`config.mk`:
```
export PLATFORM = sky130hd
export DESIGN_NAME = ufl_cordic_stage
export DESIGN_NICKNAME = d
export VERILOG_FILES = /design/src/hdl/ufl_pkg.sv /design/src/hdl/ufl_cordic_stage.sv
export SDC_FILE = /design/constraint.sdc
export NUM_CORES = 1
export LEC_CHECK = 0
export ABC_AREA = 0
export BUFFER_PORTS_ARGS = -buffer_cell sky130_fd_sc_hd__buf_2
export CORE_MARGIN = 2
export CORE_UTILIZATION = 58
export CTS_CLUSTER_DIAMETER = 30
export CTS_CLUSTER_SIZE = 40
export DETAILED_ROUTE_END_ITERATION = 12
export PLACE_DENSITY = 0.87
export SLEW_MARGIN = 40
export SYNTH_ARGS = -nofsm -noshare
export SYNTH_HDL_FRONTEND = slang
export SYNTH_SLANG_ARGS = --single-unit
```
`constraint.sdc`:
```
create_clock -name clk -period 1.3 [get_ports clk]
set_input_delay 0.26 -clock clk [delete_from_list [all_inputs] [get_ports clk]]
set_output_delay 0.26 -clock clk [all_outputs]
set_load 0.01 [all_outputs]
```
`src/hdl/ufl_pkg.sv`:
```
`default_nettype none
// ----------------------------------------------------------------------------
// ufl_pkg
// Shared widths, the datapath vector type and the arctangent table for the
// unicycle feedback linearization inverse map.
// ----------------------------------------------------------------------------
package ufl_pkg;

	localparam int unsigned DATA_W    = 16;
	localparam int unsigned GUARD_W   = 8;
	localparam int unsigned XY_W      = 27;
	localparam int unsigned Z_W       = 32;
	localparam int unsigned ATAN_LEN  = 24;
	localparam int unsigned GAIN_W    = 31;
	localparam int unsigned RADIUS_FRAC = 12;

	localparam logic signed [GAIN_W-1:0] GAIN_COMP = 31'sd652032874;
	localparam logic [DATA_W-1:0] INV_RADIUS_RESET = 16'd4096;

	typedef struct packed {
		logic signed [XY_W-1:0] x;
		logic signed [XY_W-1:0] y;
		logic signed [Z_W-1:0]  z;
	} vec_t;

	function automatic logic signed [Z_W-1:0] atan_entry(input logic [4:0] idx);
		logic signed [Z_W-1:0] a;
		case (idx)
			5'd0:  a = 32'sh20000000;
			5'd1:  a = 32'sh12E4051E;
			5'd2:  a = 32'sh09FB385B;
			5'd3:  a = 32'sh051111D4;
			5'd4:  a = 32'sh028B0D43;
			5'd5:  a = 32'sh0145D7E1;
			5'd6:  a = 32'sh00A2F61E;
			5'd7:  a = 32'sh00517C55;
			5'd8:  a = 32'sh0028BE53;
			5'd9:  a = 32'sh00145F2F;
			5'd10: a = 32'sh000A2F98;
			5'd11: a = 32'sh000517CC;
			5'd12: a = 32'sh00028BE6;
			5'd13: a = 32'sh000145F3;
			5'd14: a = 32'sh0000A2F9;
			5'd15: a = 32'sh0000517D;
			5'd16: a = 32'sh000028BE;
			5'd17: a = 32'sh0000145F;
			5'd18: a = 32'sh00000A30;
			5'd19: a = 32'sh00000518;
			5'd20: a = 32'sh0000028C;
			5'd21: a = 32'sh00000146;
			5'd22: a = 32'sh000000A3;
			5'd23: a = 32'sh00000051;
			default: a = '0;
		endcase
		return a;
	endfunction

endpackage
`default_nettype wire

```
`src/hdl/ufl_cordic_stage.sv`:
```
`default_nettype none
// ----------------------------------------------------------------------------
// ufl_cordic_stage
// One registered CORDIC rotation micro-step with a fixed shift of STAGE bits.
// ----------------------------------------------------------------------------
module ufl_cordic_stage #(
	parameter int unsigned STAGE = 0
) (
	input  wire logic          clk,
	input  wire logic          arst_n,
	input  wire logic          valid_in,
	input  wire ufl_pkg::vec_t vec_in,
	output logic               valid_out,
	output ufl_pkg::vec_t      vec_out
);

	localparam logic signed [ufl_pkg::Z_W-1:0] ATAN = ufl_pkg::atan_entry(5'(STAGE));

	logic signed [ufl_pkg::XY_W-1:0] x_in, y_in, dx, dy;
	logic signed [ufl_pkg::Z_W-1:0]  z_in;
	logic                            valid_s1;
	ufl_pkg::vec_t                   vec_s1;
	ufl_pkg::vec_t                   vec_nxt;

	always_comb begin
		x_in = vec_in.x;
		y_in = vec_in.y;
		z_in = vec_in.z;
		dx   = y_in >>> STAGE;
		dy   = x_in >>> STAGE;
		if (!z_in[ufl_pkg::Z_W-1]) begin
			vec_nxt.x = x_in - dx;
			vec_nxt.y = y_in + dy;
			vec_nxt.z = z_in - ATAN;
		end else begin
			vec_nxt.x = x_in + dx;
			vec_nxt.y = y_in - dy;
			vec_nxt.z = z_in + ATAN;
		end
	end

	always_ff @(posedge clk or negedge arst_n) begin
		if (!arst_n) begin
			valid_s1 <= 1'b0;
		end else begin
			valid_s1 <= valid_in;
		end
	end

	always_ff @(posedge clk) begin
		vec_s1 <= vec_nxt;
	end

	assign valid_out = valid_s1;
	assign vec_out   = vec_s1;

endmodule
`default_nettype wire

```
==> results of run 1 <==
==> synthesized netlist by cell type (4+ instances only) <==
library cell,n,area [um^2]
dfxtp_1,85,1700
a21oi_1,84,420
inv_1,82,308
ha_1,78,976
nor2_1,72,270
o21ai_0,53,265
nand2_1,48,180
xnor2_1,46,403
nor3_1,21,105
buf_2,14,70.1
nand3_1,14,70.1
a21o_1,13,97.6
clkbuf_1,13,48.8
o31ai_1,12,90.1
mux2i_1,10,100
nor2b_1,10,62.6
o21ai_1,9,45.0
o211ai_1,8,60.1
a211oi_1,7,52.6
o21bai_1,7,52.6
nand4_1,6,37.5
a21oi_2,5,43.8
nand2b_1,5,31.3
o21a_1,5,37.5
a31oi_1,4,25.0
buf_4,4,30.0
fa_1,4,80.1
xor2_1,4,35.0
==> logic make-up after synthesis <==
family | synth area share [%]
xor gates and xnor gates | 6.78
AOI/OAI and AO/OA | 26.5
DFF | 26.7
and+or+nand+nor | 14.1
muxes | 1.55
adders and majority gates | 16.4
buffers and inverters | 7.96
==> metrics by stage <==
| stage | area, um^2 | setup slack, ns | hold slack, ns |
|---|---|---|---|
| after floorplan | 6880 | -0.948 | -0.0356 |
| after global placement | 9690 | -1.24 | 0.0342 |
| after detailed placement | 9690 | -1.33 | 0.0356 |
==> results list, run 1 <==
- Outcome: stopped before the end
* Exit stage: 4_1_cts
- The tool reported: "[ERROR DPL-0038] Utilization greater than 100%, impossible to legalize".
- Sequential cell area fraction in the yosys report: 26.7%
- Die Width: 110 um
- Starting Density: 59.6%
- The number of setup buffers added after CTS is 34.
- Clock buffer depth: 2
- The root buffer cell chosen for the clock tree is clkbuf_8.
* Number of instances in the synthesized netlist: 801
- After clock tree synthesis, the flow added hold-fix buffers numbering 30.
- Num Clock Sinks: 86
- Yosys warns: 0
* Cell Area, Synth: 0.00646 mm^2
- Primary flip-flop cell chosen by synthesis mapping: dfxtp_1
- Synthesized netlist net count: 972
- Overall die height: 110 um
- Post-CTS repair changed the size of 200 cells.
- The clock tree synthesis step divided the H-tree into 3 levels.
- Placer's final routability congestion estimate: 1.05
* Cell count after placement: 1345
* Fraction of synthesis flops using an asynchronous set or reset pin: 1.16%
- In this run, synthesis inferred 0 flip-flops with an integrated enable.
- Cts bufs inserted: 9
- Average cell area after synthesis: 8.06 um^2
- After floorplanning, the core was divided into 38 placement rows.
- In this run, synthesis produced a sequential element count of 86.
- In this run the count of I/O pins placed on the die edge is 176.
* DPL Wire Length: 21.4 mm
- Number of distinct library cell variants in the gate-level netlist after synthesis: 77
- Number of buffer cells added on primary ports: 175
==> inputs of run 2 (changes only) <==
CORE_UTILIZATION = 40   (was 58)
CTS_CLUSTER_DIAMETER = default   (was 30)
CTS_CLUSTER_SIZE = default   (was 40)
PLACE_DENSITY = default   (was 0.87)
PLACE_DENSITY_LB_ADDON = 0.15   (was default)
==> run 2 against run 1 <==
The flow now finishes, with violations (setup timing). Synthesized area unchanged. Synthesized cell count unchanged.
==> results list, run 2 <==
- Outcome: finished with violations
* Violated checks: setup timing
* Fraction of synthesis flops using an asynchronous set or reset pin: 1.16%
- Worst min path class: input pin to flip-flop
* Yosys warns: 0
* Routed wire per std cell: 17.7 um
* Cell Area, Synth: 0.00646 mm^2
- 176 I/O pins were placed.
* Most instantiated cells after synthesis: 85 x dfxtp_1, 84 x a21oi_1, 82 x inv_1
- Total via count in the routed design: 7925
* Cts bufs inserted: 9
- Number of nets in the finished design: 1442
- Max FFs per register: 85
* Sw Pwr: 0.00429 W
- Maximum VDD drop: 0.882 mV
- The floorplan step set the die width to 131 um.
- GRT Total Usage: 28.1%
* Number of instances in the synthesized netlist: 801
- STA classifies the critical path endpoint as a flip-flop.
* Data required time at the worst endpoint: 1.55 ns
- Critical path start-end classification: input pin to flip-flop
* Number of max-slew violations in the final report: 0
- Counting along the longest clock path gives a buffer depth of 2.
* Final global-route overflow total: 0
- Area of the core region: 0.0158 mm^2
* Final antenna diode count: 0
- The count of cells in the finished layout, fillers not included, comes to 1492.
* Most common library cell in the layout ignoring fill and taps: buf_4
- Clock network power share: 23.7%
* Clock tree from TritonCTS: done
- Total power per unit cell area: 974 mW/mm^2
* Highest clock rate: 451 MHz
- In this design, the largest share of critical-path delay is due to compound AO/OA/AOI/OAI gates.
- Placer's final routability congestion estimate: 0.951
- Overall die height: 131 um
* CTS Root Cell: clkbuf_16
- At the pin with the least slew margin, the transition time is 0.534 ns.
- First-pass GRT wire length: 37.7 mm
- Setup violations remaining at the end of the flow were counted as 46.
- Num Clock Sinks: 86
* Average cell area after synthesis: 8.06 um^2
- STA classifies the critical path startpoint as an input pin.
- Number of buffer cells added on primary ports: 175
- The final count of hold timing violations was 0.
* Initial antenna violation count: 0
* Primary flip-flop cell chosen by synthesis mapping: dfxtp_1
* Ordered list of cells on the worst path: buf_8, inv_4, ha_4, buf_6, o21a_1, a221oi_4, a221oi_2, o41a_1, a21oi_4, o311a_1, a21oi_2, xor2_1
- Share of cells above drive strength 1: 56.0%
* Via count of the first global-routing pass: 7705
- Power Total: 0.0115 W
* Setup repair after global routing missed its margin: true
- Number of enable-type register cells in the synthesized netlist: 0
- Internal power of the cells: 0.00717 W
- Static Leakage: 5.56 nW
- Post-synthesis register bit count: 86
- Data arrival at the endpoint of the critical path: 2.47 ns
* Number of distinct library cell variants in the gate-level netlist after synthesis: 77
- Row generation in the floorplan step produced 46 rows.
- Leading area contributor after synthesis: dfxtp_1
- Top cell type's share of synthesized area: 26.4%
- The number of nets in the synthesized netlist is 972.
* Leading cell types in the layout, fill and taps excluded: 278 x buf_4, 158 x buf_2, 85 x dfxtp_1
* Sequential cell area fraction in the yosys report: 26.7%
- Number of fillers in the final layout: 1118
* Part of the power in combinational logic: 48.3%
* Clock slew at reported path FFs: 0.09 ns
- Slowest library cell on the worst path: o41a_1
* DPL Wire Length: 18.5 mm
- Post-route core utilization: 74.3%
- After detailed routing, the total wire length is 26.4 mm.
- The critical path contains buffers and inverters numbering 3 combined.
* Cell count after placement: 1417
- Final critical path time including I/O delays and setup: 2.22 ns
- Switching share of total power: 37.4%
* Relative max-transition margin: 64.1%
- Cells taking the most area after synthesis: dfxtp_1 26%, ha_1 15%, a21oi_1 6.5%
- Max-Cap Viols: 0
* Portion of total power attributed to sequential cells: 28.0%
- Before antenna repair, the detailed router went through 6 iterations.
* Final ANT Viol Nets: 0
- Entering global routing, the biggest net connects 27 pins.
- After detailed routing, the number of remaining DRC violations is 0.
* Cell with the most instances after synthesis: dfxtp_1
- DIE AREA: 0.0172 mm^2
- Peak fanout along the critical path: 7
- Once the floorplan was initialized, standard cells occupied 40.8% of the core.
- Of the available clock period, the critical path in the final layout requires 171%.
- Dividing the detail-routed via count by the number of cells gives 5.31.
* Final worst setup slack: -0.918 ns
- Number of DRC markers after the initial detailed-route iteration: 686
* H-tree depth reported by CTS: 3
* Slowest stage delay, CP: 0.40 ns
- Synth-to-layout area growth: 82.1%
-- run 2: cell counts after synthesis --
No cell type changed its count.
-- run 2: path summary, 6_finish.rpt --
| check | start | endpoint | slack, ns | cells past startpoint |
|---|---|---|---|---|
| worst max-delay path | vec_in[35] | vec_out[51]$_DFF_P_ | -0.92 | 12 |
| max in group asynchronous | arst_n | valid_out$_DFF_PN0_ | 0.98 | 2 |
| worst min-delay path | vec_in[10] | vec_out[10]$_DFF_P_ | 0.007 | 1 |
| min in group asynchronous | arst_n | valid_out$_DFF_PN0_ | 0.23 | 2 |
-- run 2: cell families after synthesis --
kind of cell | count (synthesis) | share of synthesized area, %
AOI/OAI and AO/OA | 254 | 26.5
and+or+nand+nor | 197 | 14.1
buffers and inverters | 122 | 7.96
DFF | 86 | 26.7
adders and majority gates | 82 | 16.4
xor gates and xnor gates | 50 | 6.78
muxes | 10 | 1.55
-- run 2: timing repair --
item | in CTS | in global routing
hold endpoints to repair | 9 | 2
setup endpoints to repair | 48 | 48
setup buffers | 29 | 29
resized for setup | 148 | 127
hold buffers | 9 | 2
cloned | 0 | 0
pin swaps | 80 | 91
-- run 2: layout make-up --
type | count | area (um^2) | share of cell area, %
Tap cell | 216 | 270 | 2.30
Multi-Input combinational cell | 593 | 5460 | 46.4
Sequential cell | 86 | 1730 | 14.7
Inverter | 85 | 369 | 3.14
Timing Repair Buffer | 496 | 3630 | 30.9
Clock inverter | 7 | 77.6 | 0.660
Clock buffer | 9 | 225 | 1.92
-- run 2: routing by layer --
layer	global-route usage, %	wire [um]	vias up
li1	-	-	3726
met1	34.9	10500	3669
met2	47.2	12800	420
met3	4.79	1820	110
met4	13.6	1380	0
met5	0	0	-
-- run 2: power by group through the flow --
| stage | Sequential, W | Combinational [W] | Clock, W |
|---|---|---|---|
| 2_1_floorplan | 0.00350 | 0.00202 | 0 |
| 6_report | 0.00321 | 0.00554 | 0.00271 |
| 3_5_place_dp | 0.00326 | 0.00436 | 0 |
| 4_1_cts | 0.00321 | 0.00492 | 0.00273 |
| 5_1_grt | 0.00325 | 0.00587 | 0.00286 |
| 3_3_place_gp | 0.00327 | 0.00434 | 0 |
-- run 2: metrics by stage --
stage               hold slack, ns  instance area [um^2]  setup slack [ns]  TNS [ns]
floorplan                  -0.0356                  6880            -0.948    -28.55
global placement            0.0378                  9780             -1.37    -48.92
detailed placement          0.0381                  9780             -1.34    -49.67
CTS                      0.0000279                 11000            -0.850    -27.26
global route              0.000344                 11800            -0.920    -32.68
finish                     0.00735                 11800            -0.918    -30.85
No activity file was read; power rests on OpenSTA's default activity.
